--- config.mk ---
export PLATFORM = sky130hd
export DESIGN_NAME = cscan_disk_schedule_top
export DESIGN_NICKNAME = d
export VERILOG_FILES = /design/src/rtl/cscan_pkg.sv /design/src/rtl/cscan_front.sv /design/src/rtl/cscan_back.sv /design/src/rtl/cscan_disk_schedule_top.sv
export SDC_FILE = /design/constraint.sdc
export NUM_CORES = 1
export LEC_CHECK = 0
export BUFFER_PORTS_ARGS = -buffer_cell sky130_fd_sc_hd__buf_2
export CAP_MARGIN = 15
export CORE_MARGIN = 5
export CORE_UTILIZATION = 39
export DETAILED_ROUTE_END_ITERATION = 8
export GPL_TIMING_DRIVEN = 0
export PLACE_DENSITY_LB_ADDON = 0.05
export SLEW_MARGIN = 25
export SYNTH_ARGS = -nofsm -noshare
export SYNTH_HDL_FRONTEND = slang
export SYNTH_SLANG_ARGS = --single-unit
--- constraint.sdc ---
create_clock -name clock -period 8.85 [get_ports clock]
set_clock_uncertainty 0.15 [all_clocks]
set_input_delay 0.885 -clock clock [delete_from_list [all_inputs] [get_ports clock]]
set_output_delay 0.885 -clock clock [all_outputs]
set_load 0.05 [all_outputs]
--- src/rtl/cscan_pkg.sv ---
// Shared types and constants for the C-SCAN disk scheduler.
// No dependencies.
package cscan_pkg;

   localparam int CYL_W   = 16;
   localparam int TOTAL_W = 22;

   localparam logic [1:0] CSR_HEAD_START = 2'd0;
   localparam logic [1:0] CSR_CYL_LOW    = 2'd1;
   localparam logic [1:0] CSR_CYL_HIGH   = 2'd2;

   localparam logic [CYL_W-1:0] CYL_LOW_RESET  = 16'd0;
   localparam logic [CYL_W-1:0] CYL_HIGH_RESET = 16'd199;

   typedef struct packed {
      logic [CYL_W-1:0] cylinder;
      logic             last;
   } item_type;

   typedef struct packed {
      logic [CYL_W-1:0] head_start;
      logic [CYL_W-1:0] cyl_low;
      logic [CYL_W-1:0] cyl_high;
   } cfg_type;

   typedef enum logic [1:0] {
      ST_LOAD,
      ST_SCAN,
      ST_DECIDE,
      ST_END2
   } state_type;

endpackage

--- src/rtl/cscan_front.sv ---
// Request intake: two-entry queue in front of the scheduler.
// Depends on cscan_pkg.
module cscan_front (
   input  logic                clock,
   input  logic                reset,
   input  logic                push,
   output logic                full,
   input  cscan_pkg::item_type push_item,
   output logic                item_valid,
   input  logic                item_pop,
   output cscan_pkg::item_type item
);
   import cscan_pkg::*;

   item_type   slot_ff [2];
   logic       wptr_ff, wptr_in;
   logic       rptr_ff, rptr_in;
   logic [1:0] cnt_ff, cnt_in;
   logic       do_push, do_pop;

   assign full       = (cnt_ff == 2'd2);
   assign item_valid = (cnt_ff != 2'd0);
   assign item       = slot_ff[rptr_ff];
   assign do_push    = push && !full;
   assign do_pop     = item_pop && item_valid;

   always_comb begin
      wptr_in = wptr_ff ^ do_push;
      rptr_in = rptr_ff ^ do_pop;
      cnt_in  = cnt_ff + {1'b0, do_push} - {1'b0, do_pop};
   end

   always_ff @(posedge clock) begin
      if (reset) begin
         wptr_ff <= 1'b0;
         rptr_ff <= 1'b0;
         cnt_ff  <= 2'd0;
      end else begin
         wptr_ff <= wptr_in;
         rptr_ff <= rptr_in;
         cnt_ff  <= cnt_in;
      end
   end

   always_ff @(posedge clock) begin
      if (do_push) begin
         slot_ff[wptr_ff] <= push_item;
      end
   end

`ifndef ASSERT_OFF
   a_no_pop_empty: assert property (@(posedge clock) disable iff (reset)
      (cnt_ff == 2'd0) |=> (cnt_ff <= 2'd1))
      else $error("queue count jumped from empty");
   a_cnt_range: assert property (@(posedge clock) disable iff (reset)
      cnt_ff != 2'd3)
      else $error("queue count out of range");
   a_full_hold: assert property (@(posedge clock) disable iff (reset)
      (full && !item_pop) |=> full)
      else $error("full queue drained without pop");
`endif

endmodule

--- src/rtl/cscan_back.sv ---
// Scheduler core: request store, selection scan and move output register.
// Depends on cscan_pkg.
module cscan_back #(
   parameter int QUEUE_DEPTH = 16
) (
   input  logic                       clock,
   input  logic                       reset,
   input  cscan_pkg::cfg_type         cfg,
   input  logic                       item_valid,
   output logic                       item_pop,
   input  cscan_pkg::item_type        item,
   output logic                       rsp_empty,
   input  logic                       rsp_pop,
   output logic [cscan_pkg::CYL_W-1:0]   rsp_move_from,
   output logic [cscan_pkg::CYL_W-1:0]   rsp_move_to,
   output logic [cscan_pkg::CYL_W-1:0]   rsp_seek_distance,
   output logic [cscan_pkg::TOTAL_W-1:0] rsp_seek_total,
   output logic                       rsp_end_move,
   output logic                       rsp_overflow_seen,
   output logic                       rsp_schedule_last
);
   import cscan_pkg::*;

   localparam int CW = $clog2(QUEUE_DEPTH + 1);
   localparam int IW = (QUEUE_DEPTH > 1) ? $clog2(QUEUE_DEPTH) : 1;
   localparam int KW = 1 + CYL_W + IW;

   logic [CYL_W-1:0] mem [QUEUE_DEPTH];

   state_type        state_ff, state_in;
   logic [CW-1:0]    count_ff, count_in;
   logic             ovf_ff, ovf_in;
   logic             asc_ff, asc_in;
   logic             ends_ff, ends_in;
   logic [CW-1:0]    emitted_ff, emitted_in;
   logic [CW-1:0]    scan_ff, scan_in;
   logic             have_last_ff, have_last_in;
   logic [KW-1:0]    last_key_ff, last_key_in;
   logic             best_v_ff, best_v_in;
   logic [KW-1:0]    best_key_ff, best_key_in;
   logic [CYL_W-1:0] best_val_ff, best_val_in;
   logic [CYL_W-1:0] head_ff, head_in;
   logic [TOTAL_W-1:0] total_ff, total_in;

   logic             rd_v_ff, rd_v_in;
   logic [IW-1:0]    rd_idx_ff;
   logic [CYL_W-1:0] rd_data_ff;

   logic             mem_we;
   logic [IW-1:0]    mem_waddr;

   logic             emit, emit_end, emit_last;
   logic [CYL_W-1:0] emit_to, move_dist;
   logic             out_free;

   logic             rsp_v_ff;
   logic [CYL_W-1:0] from_ff, to_ff, dist_ff;
   logic [TOTAL_W-1:0] tot_ff;
   logic             end_ff, ovs_ff, slast_ff;

   logic [CYL_W-1:0] d_lo, d_hi, clamp_a, clamp_v;
   logic             cand_grp;
   logic [KW-1:0]    cand_key;
   logic             cand_ok;

   assign out_free  = !rsp_v_ff || rsp_pop;
   assign rsp_empty = !rsp_v_ff;

   // batch direction from head_start
   always_comb begin
      d_lo = (cfg.head_start > cfg.cyl_low) ? cfg.head_start - cfg.cyl_low
                                             : cfg.cyl_low - cfg.head_start;
      d_hi = (cfg.head_start > cfg.cyl_high) ? cfg.head_start - cfg.cyl_high
                                              : cfg.cyl_high - cfg.head_start;
   end

   // clamp and ordering key of the entry coming back from the store
   always_comb begin
      clamp_a  = (rd_data_ff < cfg.cyl_low) ? cfg.cyl_low : rd_data_ff;
      clamp_v  = (clamp_a > cfg.cyl_high) ? cfg.cyl_high : clamp_a;
      cand_grp = asc_ff ? (clamp_v < cfg.head_start) : (clamp_v >= cfg.head_start);
      cand_key = {cand_grp, (asc_ff ? clamp_v : ~clamp_v), rd_idx_ff};
      cand_ok  = rd_v_ff && (!have_last_ff || (cand_key > last_key_ff))
                 && (!best_v_ff || (cand_key < best_key_ff));
   end

   always_comb begin
      state_in     = state_ff;
      count_in     = count_ff;
      ovf_in       = ovf_ff;
      asc_in       = asc_ff;
      ends_in      = ends_ff;
      emitted_in   = emitted_ff;
      scan_in      = scan_ff;
      have_last_in = have_last_ff;
      last_key_in  = last_key_ff;
      best_v_in    = best_v_ff;
      best_key_in  = best_key_ff;
      best_val_in  = best_val_ff;
      head_in      = head_ff;
      rd_v_in      = 1'b0;
      item_pop     = 1'b0;
      mem_we       = 1'b0;
      mem_waddr    = count_ff[IW-1:0];
      emit         = 1'b0;
      emit_end     = 1'b0;
      emit_last    = 1'b0;
      emit_to      = best_val_ff;

      if (cand_ok) begin
         best_v_in   = 1'b1;
         best_key_in = cand_key;
         best_val_in = clamp_v;
      end

      unique case (state_ff)
         ST_LOAD: begin
            if (item_valid) begin
               item_pop = 1'b1;
               if (count_ff < CW'(QUEUE_DEPTH)) begin
                  mem_we   = 1'b1;
                  count_in = count_ff + CW'(1);
               end else begin
                  ovf_in = 1'b1;
               end
               if (item.last) begin
                  state_in     = ST_SCAN;
                  asc_in       = (d_lo >= d_hi);
                  head_in      = cfg.head_start;
                  ends_in      = 1'b0;
                  emitted_in   = '0;
                  have_last_in = 1'b0;
                  scan_in      = '0;
                  best_v_in    = 1'b0;
               end
            end
         end
         ST_SCAN: begin
            if (scan_ff < count_ff) begin
               rd_v_in = 1'b1;
               scan_in = scan_ff + CW'(1);
            end else if (!rd_v_ff) begin
               state_in = ST_DECIDE;
            end
         end
         ST_DECIDE: begin
            if (out_free) begin
               if (best_v_ff && (ends_ff || !best_key_ff[KW-1])) begin
                  emit         = 1'b1;
                  emit_to      = best_val_ff;
                  emit_last    = ends_ff && ((emitted_ff + CW'(1)) == count_ff);
                  emitted_in   = emitted_ff + CW'(1);
                  have_last_in = 1'b1;
                  last_key_in  = best_key_ff;
                  scan_in      = '0;
                  best_v_in    = 1'b0;
                  state_in     = ST_SCAN;
               end else begin
                  emit     = 1'b1;
                  emit_end = 1'b1;
                  emit_to  = asc_ff ? cfg.cyl_high : cfg.cyl_low;
                  state_in = ST_END2;
               end
            end
         end
         ST_END2: begin
            if (out_free) begin
               emit      = 1'b1;
               emit_end  = 1'b1;
               emit_to   = asc_ff ? cfg.cyl_low : cfg.cyl_high;
               emit_last = (emitted_ff == count_ff);
               ends_in   = 1'b1;
               state_in  = ST_DECIDE;
            end
         end
         default: state_in = ST_LOAD;
      endcase

      if (emit) begin
         head_in = emit_to;
      end
      if (emit_last) begin
         state_in   = ST_LOAD;
         count_in   = '0;
         ovf_in     = 1'b0;
         emitted_in = '0;
      end
   end

   always_comb begin
      move_dist = (head_ff > emit_to) ? head_ff - emit_to : emit_to - head_ff;
      total_in  = total_ff + TOTAL_W'(move_dist);
   end

   always_ff @(posedge clock) begin
      if (reset) begin
         state_ff     <= ST_LOAD;
         count_ff     <= '0;
         ovf_ff       <= 1'b0;
         ends_ff      <= 1'b0;
         emitted_ff   <= '0;
         scan_ff      <= '0;
         have_last_ff <= 1'b0;
         best_v_ff    <= 1'b0;
         rd_v_ff      <= 1'b0;
         head_ff      <= '0;
         total_ff     <= '0;
         rsp_v_ff     <= 1'b0;
      end else begin
         state_ff     <= state_in;
         count_ff     <= count_in;
         ovf_ff       <= ovf_in;
         ends_ff      <= ends_in;
         emitted_ff   <= emitted_in;
         scan_ff      <= scan_in;
         have_last_ff <= have_last_in;
         best_v_ff    <= best_v_in;
         rd_v_ff      <= rd_v_in;
         head_ff      <= head_in;
         if (emit_last || (state_ff == ST_LOAD)) begin
            total_ff <= '0;
         end else if (emit) begin
            total_ff <= total_in;
         end
         if (emit) begin
            rsp_v_ff <= 1'b1;
         end else if (rsp_pop) begin
            rsp_v_ff <= 1'b0;
         end
      end
   end

   always_ff @(posedge clock) begin
      asc_ff      <= asc_in;
      last_key_ff <= last_key_in;
      best_key_ff <= best_key_in;
      best_val_ff <= best_val_in;
      rd_idx_ff   <= scan_ff[IW-1:0];
      rd_data_ff  <= mem[scan_ff[IW-1:0]];
      if (mem_we) begin
         mem[mem_waddr] <= item.cylinder;
      end
      if (emit) begin
         from_ff  <= head_ff;
         to_ff    <= emit_to;
         dist_ff  <= move_dist;
         tot_ff   <= total_in;
         end_ff   <= emit_end;
         ovs_ff   <= ovf_ff;
         slast_ff <= emit_last;
      end
   end

   assign rsp_move_from     = from_ff;
   assign rsp_move_to       = to_ff;
   assign rsp_seek_distance = dist_ff;
   assign rsp_seek_total    = tot_ff;
   assign rsp_end_move      = end_ff;
   assign rsp_overflow_seen = ovs_ff;
   assign rsp_schedule_last = slast_ff;

`ifndef ASSERT_OFF
   a_count_bound: assert property (@(posedge clock) disable iff (reset)
      count_ff <= CW'(QUEUE_DEPTH))
      else $error("request count beyond store depth");
   a_no_overwrite: assert property (@(posedge clock) disable iff (reset)
      (emit && rsp_v_ff) |-> rsp_pop)
      else $error("move overwrote an untaken result");
   a_emitted_bound: assert property (@(posedge clock) disable iff (reset)
      emitted_ff <= count_ff)
      else $error("more request moves than stored requests");
   a_last_clears: assert property (@(posedge clock) disable iff (reset)
      emit_last |=> (count_ff == '0) && (state_ff == ST_LOAD))
      else $error("batch state not cleared after final move");
`endif

endmodule

--- src/rtl/cscan_disk_schedule_top.sv ---
// C-SCAN disk scheduler top level: configuration registers, intake and core.
// Depends on cscan_pkg, cscan_front and cscan_back.
//
// Usage:
//   req_ channel is a queue write port: push a cylinder when full is low,
//   with batch_last on the final request of a batch. Requests are loaded
//   into the store only in the load state; QUEUE_DEPTH requests are kept,
//   later ones are dropped and the batch's moves report overflow_seen.
//   After batch_last the core emits n+2 moves (n stored requests) on the rsp_
//   channel, read like a queue: a move is shown while rsp_empty is low and is
//   taken by rsp_pop. The next move is chosen by a scan over the store that
//   reads one entry per cycle; each request move takes a full scan and then
//   an issue step that waits while the output register holds an untaken
//   move, and the two sweep-end moves are issued without a scan.
//   Requests of the next batch queue up in the two-entry intake while a
//   schedule runs. If the receiver stalls, the core holds the move in its
//   output register and waits.
//   csr_ writes (index 0 head_start, 1 cylinder_low, 2 cylinder_high) are
//   always ready and are to be done while no batch is in flight.
//   Reset empties the intake and store, sets head_start 0, cylinder_low 0,
//   cylinder_high 199.
module cscan_disk_schedule_top #(
   parameter int QUEUE_DEPTH = 16
) (
   input  logic                          clock,
   input  logic                          reset,
   input  logic                          req_push,
   output logic                          full,
   input  logic [cscan_pkg::CYL_W-1:0]   req_request_cylinder,
   input  logic                          req_batch_last,
   output logic                          empty,
   input  logic                          pop,
   output logic [cscan_pkg::CYL_W-1:0]   rsp_move_from,
   output logic [cscan_pkg::CYL_W-1:0]   rsp_move_to,
   output logic [cscan_pkg::CYL_W-1:0]   rsp_seek_distance,
   output logic [cscan_pkg::TOTAL_W-1:0] rsp_seek_total,
   output logic                          rsp_end_move,
   output logic                          rsp_overflow_seen,
   output logic                          rsp_schedule_last,
   input  logic                          csr_valid,
   output logic                          csr_ready,
   input  logic [1:0]                    csr_index,
   input  logic [cscan_pkg::CYL_W-1:0]   csr_data
);
   import cscan_pkg::*;

   cfg_type  cfg_ff;
   item_type push_item, item;
   logic     item_valid, item_pop;

   assign csr_ready = 1'b1;

   always_ff @(posedge clock) begin
      if (reset) begin
         cfg_ff.head_start <= '0;
         cfg_ff.cyl_low    <= CYL_LOW_RESET;
         cfg_ff.cyl_high   <= CYL_HIGH_RESET;
      end else if (csr_valid && csr_ready) begin
         priority case (csr_index)
            CSR_HEAD_START: cfg_ff.head_start <= csr_data;
            CSR_CYL_LOW:    cfg_ff.cyl_low    <= csr_data;
            CSR_CYL_HIGH:   cfg_ff.cyl_high   <= csr_data;
            default: ;
         endcase
      end
   end

   assign push_item.cylinder = req_request_cylinder;
   assign push_item.last     = req_batch_last;

   cscan_front u_front (
      .clock      (clock),
      .reset      (reset),
      .push       (req_push),
      .full       (full),
      .push_item  (push_item),
      .item_valid (item_valid),
      .item_pop   (item_pop),
      .item       (item)
   );

   cscan_back #(
      .QUEUE_DEPTH(QUEUE_DEPTH)
   ) u_back (
      .clock             (clock),
      .reset             (reset),
      .cfg               (cfg_ff),
      .item_valid        (item_valid),
      .item_pop          (item_pop),
      .item              (item),
      .rsp_empty         (empty),
      .rsp_pop           (pop),
      .rsp_move_from     (rsp_move_from),
      .rsp_move_to       (rsp_move_to),
      .rsp_seek_distance (rsp_seek_distance),
      .rsp_seek_total    (rsp_seek_total),
      .rsp_end_move      (rsp_end_move),
      .rsp_overflow_seen (rsp_overflow_seen),
      .rsp_schedule_last (rsp_schedule_last)
   );

endmodule

==> results of run 1 <==
area by class of cell:
type	count	area share (%)
inverter	168	1.91
tap	959	3.63
timing repair buffer	157	3.38
buffer	94	1.32
multi-input combinational	1510	37.5
sequential	555	46.4
clock inverter	33	1.01
clock buffer	76	4.87
per-stage QoR:
step           power, mW  area [um^2]  setup TNS (ps)
2_1_floorplan       7.52        28600               0
3_3_place_gp        9.08        30300         -115620
3_5_place_dp        9.17        30900          -63030
4_1_cts             11.8        32900               0
5_1_grt             12.6        33100               0
6_report            11.8        33100               0
power groups by stage:
stage,clock network [mW],registers (mW),logic (mW)
final,2.45,3.66,5.68
after global routing,2.63,3.69,6.23
after floorplan,0,4.00,3.52
after global placement,0,3.74,5.34
after detailed placement,0,3.72,5.44
after CTS,2.52,3.67,5.57
registers in the layout, indices dropped and copies added (netlist names), 16 cells and up:
name / count
cfg_ff: 48
u_back.best_key_ff: 21
u_back.best_val_ff: 16
u_back.head_ff: 16
u_back.last_key_ff: 21
u_back.mem: 256
u_back.rd_data_ff: 16
u_back.rsp_move_from: 16
u_back.rsp_move_to: 16
u_back.rsp_seek_distance: 16
u_back.rsp_seek_total: 22
u_back.total_ff: 22
u_front.slot_ff: 34
synth_stat cells (all sizes together) (29+ instances only):
library cell  count  area [um^2]
edfxtp          422        12700
ha              228         2850
nand2           209          787
a21oi           185          926
inv             167          627
dfxtp           133         2660
nor2            115          432
mux4             80         1800
o21ai            74          374
xnor2            69          604
a21o             68          510
clkbuf           59          221
mux2             53          616
buf              35          184
a211oi           34          265
nor3             32          160
nand3            29          150
logic make-up (layout without fill, tap and decap cells):
group | after synthesis | in the layout | synth area share, %
buf+inv | 262 | 528 | 3.63
simple gates | 520 | 520 | 8.56
compound gates | 504 | 504 | 11.5
flops | 555 | 555 | 53.7
mux | 153 | 153 | 9.17
fa+ha+maj | 235 | 235 | 10.5
xor+xnor | 97 | 97 | 2.98
other cells | 1 | 1 | 0.0131
final timing paths:
kind / slack [ps] / cells after the start / from / endpoint
min reg2reg: 230 / 0 / u_back.scan_ff[2]$_SDFFE_PP0P_ / u_back.rd_idx_ff[2]$_DFF_P_
max reg2reg: 430 / 36 / cfg_ff[27]$_SDFFE_PP0P_ / u_back.best_val_ff[8]$_DFFE_PP_
max: 430 / 36 / cfg_ff[27]$_SDFFE_PP0P_ / u_back.best_val_ff[8]$_DFFE_PP_
min: 230 / 0 / u_back.scan_ff[2]$_SDFFE_PP0P_ / u_back.rd_idx_ff[2]$_DFF_P_
worst register-to-register path: cells and delay by family (launching register included):
family          cells  cell delay, ps
compound gates     14            2850
fa+ha+maj           4            1270
buf+inv             5             820
flops               1             400
mux                 2             810
simple gates       11            1750
per-layer routing:
layer  up-vias  GRT usage, %
met3       115          2.88
met2       480          34.8
li1       9091             -
met4         6          5.19
met1      9563          28.1
met5         -             0
repair_timing:
item,4_1_cts,5_1_grt
setup endpoints to repair,38,41
pin swaps,1,6
buffers inserted,1,17
resized for setup,15,12
cell usage in the layout (no fill, tap or decap), types with 28 or more instances in the layout:
master       n
a21o_1      68
inv_1      167
nor2_1     103
nand3_1     28
xnor2_1     69
clkbuf_1    68
a211oi_1    31
buf_2      136
clkbuf_16   60
edfxtp_1   422
nand2_1    207
a21oi_1    184
mux2_2      48
o21ai_0     69
dfxtp_1    129
xor2_1      28
ha_1       226
mux4_2      80
==> results.ini, run 1 <==
[status]
status=complete, no violations

[route]
via_per_inst=5.42
routed-wl-met2_mm=39.9
drcViolationCount=0
drtAntennaViolNets=0
num_vias=19255
drtIter0Drc=1411
topRoutingLayerUsed=met5
met1_length_mm=36.4
wl_mm=82.4
drt-pass1-iter-count=5
wl_met3_mm=3.94
wl_per_cell_um=23.2

[clock_network]
cts_hold_buf=0
cts.clk_slew.worst_paths_ps=60
htree_num_levels=2
cts_root_buf=clkbuf_16
cts_num_sinks=555
cts_tree=done
cts-buffers-inserted=59
cts_max_path_buffers=3
clk_latency_ps=630

[die]
die_h_um=281
core_area_um2=72800
ios=116
start_util_pct=39.2
placementRows=99
dieArea_um2=78700
die_w_um=281

[setup_path]
crit_type=flip-flop to flip-flop
cpMostUsedCell=ha_1
worstPathMaxFanout=12
crit_required_ps=9000
critPathBufInv=5
end_kind=flip-flop
crit_arrival_ps=8560
critical_path.top_delay_family=compound AO/OA/AOI/OAI gates
cp-start-kind=flip-flop
slowest_stage=mux2_2
cpPeakStageDelay_ps=410

[synthesis]
synth-seq-cells=555
synth_edf_count=422
async_flop_share_pct=0
synth_top_flop_cell=edfxtp_1
synthesis.area_um2=28600
netlist-cell-type-count=81
yosys_warnings=0
ys_seq_area_share_pct=53.7
synth_cells=2327
syn_avg_cell_area_um2=12.3
syn-num-nets=2602

[flow_run]
drv_cap=0

[timing]
rsz0062_at_grt=false
worst_pin_slew_ps=1020
fin_ws_ps=434
max_freq_ghz=0.119
layout_min_cycle_time_ps=8420
slew_headroom_pct=31.4
setup_violations=0
drv_slew=0
finalHoldViolations=0
hold_ws_ps=234
period_share_pct=95.1

[cells_and_area]
nets=2820
multiInputGateArea_um2=12400
n_antenna_cell=0
n_fill_cell=6777
syn_to_final_growth_pct=15.8
drive_gt1_share_pct=17.7
final_cells=3552
final_util_pct=45.4
seqCellArea_um2=15300

[placement]
io_buffers=113
dpl_worst_slack_ps=-1870
place_inst=3424
hpwl_mm=63.5
routabilityCongestion=0.862

[global_route]
antenna_found_initial=4
grt_pass1_vias=19005
grt_overflow=0
grt_usage_pct=20.6
grt_max_degree=46
grt_pass1_wl_mm=123

[power_and_ir_drop]
p_clk_share_pct=20.8
switching_power_mw=4.76
combPwrFrac_pct=48.2
sequentialPowerShare_pct=31.0
power_density_nw_per_um2=357
power_switching_share_pct=40.3
leakagePower_nw=12.4
p_int_mw=7.04
vdd_drop_max_mv=0.198

[min_path]
min_path_type=flip-flop to flip-flop

Power figures use the tool's default switching activity.
==> run 2, diff against run 1 <==
--- a/config.mk
+++ b/config.mk
@@ -15,4 +15,5 @@
 export SLEW_MARGIN = 25
 export SYNTH_ARGS = -nofsm -noshare
 export SYNTH_HDL_FRONTEND = slang
+export SYNTH_HIERARCHICAL = 1
 export SYNTH_SLANG_ARGS = --single-unit
==> run 2 against run 1 <==
Effect of this change:
- sequential power is 2% lower
- critical path type unchanged
- combinational power decreased by 18%
- register-to-register slack improved by 20 ps
- global-route usage grew 0.17 points
- fmax rose by 0.27%
- sequential share of layout area is 0.43 points lower
- synthesized cell count decreased by 0.13%
==> results.ini, run 2 <==
[setup_path]
worstSetupEndpoint=u_back/best_val_ff[10]$_DFFE_PP_
crit_start=cfg_ff[18]$_SDFFE_PP0P_
cpPeakStageDelay_ps=440
cp-start-kind=flip-flop
r2r_start=cfg_ff[18]$_SDFFE_PP0P_
end_kind=flip-flop
reg2reg_depth=33
crit_required_ps=9020
crit_type=flip-flop to flip-flop
crit_arrival_ps=8570
worstReg2RegEnd=u_back/best_val_ff[10]$_DFFE_PP_
slowest_stage=dfxtp_1
rrSetupSlack_ps=460
worstPathMaxFanout=14

[clock_network]
cts_hold_buf=0
cts_root_buf=clkbuf_16
cts_tree=done
cts_num_sinks=555
cts_max_path_buffers=3
htree_num_levels=2
cts.clk_slew.worst_paths_ps=60
clk_latency_ps=630
cts-buffers-inserted=61

[placement]
dpl_worst_slack_ps=-224
place_inst=3422
hpwl_mm=63.6
placed_cell_area_um2=31300
routabilityCongestion=0.878
io_buffers=114

[synthesis]
syn-num-nets=2599
yosys.area.top_type=edfxtp_1
synth_edf_count=422
synth.most_common_cell=edfxtp_1
synth_top_area_share_pct=43.8
synthesis.area_um2=28900
synthTopCellsByArea=edfxtp_1, ha_1, dfxtp_1
syn_avg_cell_area_um2=12.4
ys_seq_area_share_pct=53.0
netlist-cell-type-count=84
async_flop_share_pct=0
yosys_warnings=6
post_synth_most_frequent_cells=edfxtp_1, ha_1, inv_1
synth_top_flop_cell=edfxtp_1
synth-seq-cells=555
synth_cells=2324

[flow_run]
drv_cap=0

[die]
placementRows=99
core_area_um2=73200
start_util_pct=39.5
ios=116
dieArea_um2=79700
die_w_um=282
die_h_um=282

[global_route]
grt_overflow=0
grt_usage_pct=20.7
grt_pass1_wl_mm=125
antenna_found_initial=2
grt_pass1_vias=19442
grt_max_degree=50

[cells_and_area]
reg.largest.list=u_back/mem (256), cfg_ff (48), u_front/slot_ff (34)
n_fill_cell=6740
nets=2804
drive_gt1_share_pct=17.8
final_util_pct=45.6
final_common_cell=edfxtp_1
top_register=u_back/mem
n_antenna_cell=0
syn_to_final_growth_pct=15.4
largest_reg_flops=256
layout_common_cells=edfxtp_1, ha_1, inv_1
fin_area_um2=33400
final_cells=3541

[route]
wl_mm=83.9
drcViolationCount=0
num_vias=19297
wl_per_cell_um=23.7
drt-pass1-iter-count=6
via_per_inst=5.45
drtIter0Drc=1422
drtAntennaViolNets=0

[timing]
finalHoldViolations=0
layout_min_cycle_time_ps=8390
max_freq_ghz=0.119
setup_violations=0
slew_headroom_pct=29.6
fin_ws_ps=456
drv_slew=0
tns_ps=0
worst_pin_slew_ps=1060
rsz0062_at_grt=false
period_share_pct=94.8

[min_path]
min_path_type=flip-flop to flip-flop
worstHoldStart=u_back/scan_ff[3]$_SDFFE_PP0P_

[power_and_ir_drop]
power_density_nw_per_um2=323
vdd_drop_max_mv=0.177
leakagePower_nw=12.8

[status]
status=complete, no violations

==> run 2: cell types whose count changed in the layout (fill, tap and decap cells not counted), moves of 11 or more <==
| cell | before | now |
|---|---|---|
| o21ai_0 | 69 | 90 |
| a222oi_1 | 0 | 12 |
| a21oi_1 | 184 | 159 |
| a221o_1 | 16 | 4 |
| xor2_1 | 28 | 39 |
| nand2b_1 | 17 | 71 |
| nand2_1 | 207 | 134 |
| o21a_1 | 15 | 26 |
| mux2i_1 | 19 | 73 |
==> run 2: per-stage QoR <==
| step | power [mW] | hold WS, ps |
|---|---|---|
| after CTS | 10.9 | 236 |
| final | 10.8 | 229 |
| after detailed placement | 8.27 | 222 |
| after floorplan | 6.90 | 203 |
| after global placement | 8.19 | 227 |
| after global routing | 11.5 | 256 |
==> run 2: cell families after synthesis <==
kind of cell | count (synthesis) | share of synthesized area (%)
AO/OA/AOI/OAI | 480 | 10.7
XOR/XNOR | 99 | 3.05
adder cells (fa/ha/maj) | 235 | 10.4
buffers and inverters | 265 | 3.85
flip-flops | 555 | 53.0
multiplexers | 206 | 10.8
other | 1 | 0.0130
AND/OR/NAND/NOR | 483 | 8.20
==> run 2: power breakdown <==
group / total [mW] / leakage, nW / internal (mW) / switching [mW]
combinational: 4.65 / 6.90 / 1.64 / 3.01
sequential: 3.59 / 4.93 / 3.42 / 0.177
clock: 2.54 / 1.00 / 1.49 / 1.05
total: 10.8 / 12.8 / 6.55 / 4.23
==> run 2: worst min path at each step <==
stage               cells after the start                          endpoint  slack (ps)
floorplan                               0       u_back/rd_idx_ff[2]$_DFF_P_         200
global placement                        0       u_back/rd_idx_ff[3]$_DFF_P_         230
detailed placement                      0       u_back/rd_idx_ff[3]$_DFF_P_         220
CTS                                     0       u_back/rd_idx_ff[3]$_DFF_P_         240
global route                            1  u_front/slot_ff[1][16]$_DFFE_PP_         260
finish                                  0       u_back/rd_idx_ff[3]$_DFF_P_         230
==> run 2: cell type report <==
type                            instances  area [um^2]  area share [%]
Inverter                              165          619            1.86
Multi-Input combinational cell       1504        12600            37.7
Clock inverter                         27          290           0.870
Sequential cell                       555        15300            45.9
Clock buffer                           89         1750            5.25
Timing Repair Buffer                  143         1090            3.25
Tap cell                              959         1200            3.59
Buffer                                 99          500            1.50
==> run 2: layer usage <==
layer	part of all wire [%]	up-vias	GRT usage, %
met5	0	-	0
met3	4.5	82	2.58
met4	1.8	0	4.28
met1	45	9679	28.6
li1	-	9056	-
met2	49	480	35.6
==> run 2: worst max-delay path, delay by kind of cell, from the launching register on <==
kind / cells / cell delay [ps]
buf+inv: 5 / 1000
flops: 1 / 440
simple gates: 8 / 1640
compound gates: 13 / 2490
fa+ha+maj: 4 / 1330
mux: 3 / 1030
==> run 2: timing repair <==
item / in CTS / in global routing
resized for setup: 1 / 2
endpoints found under the setup margin: 33 / 39
pin swaps: 1 / 2
setup buffers: 1 / 2
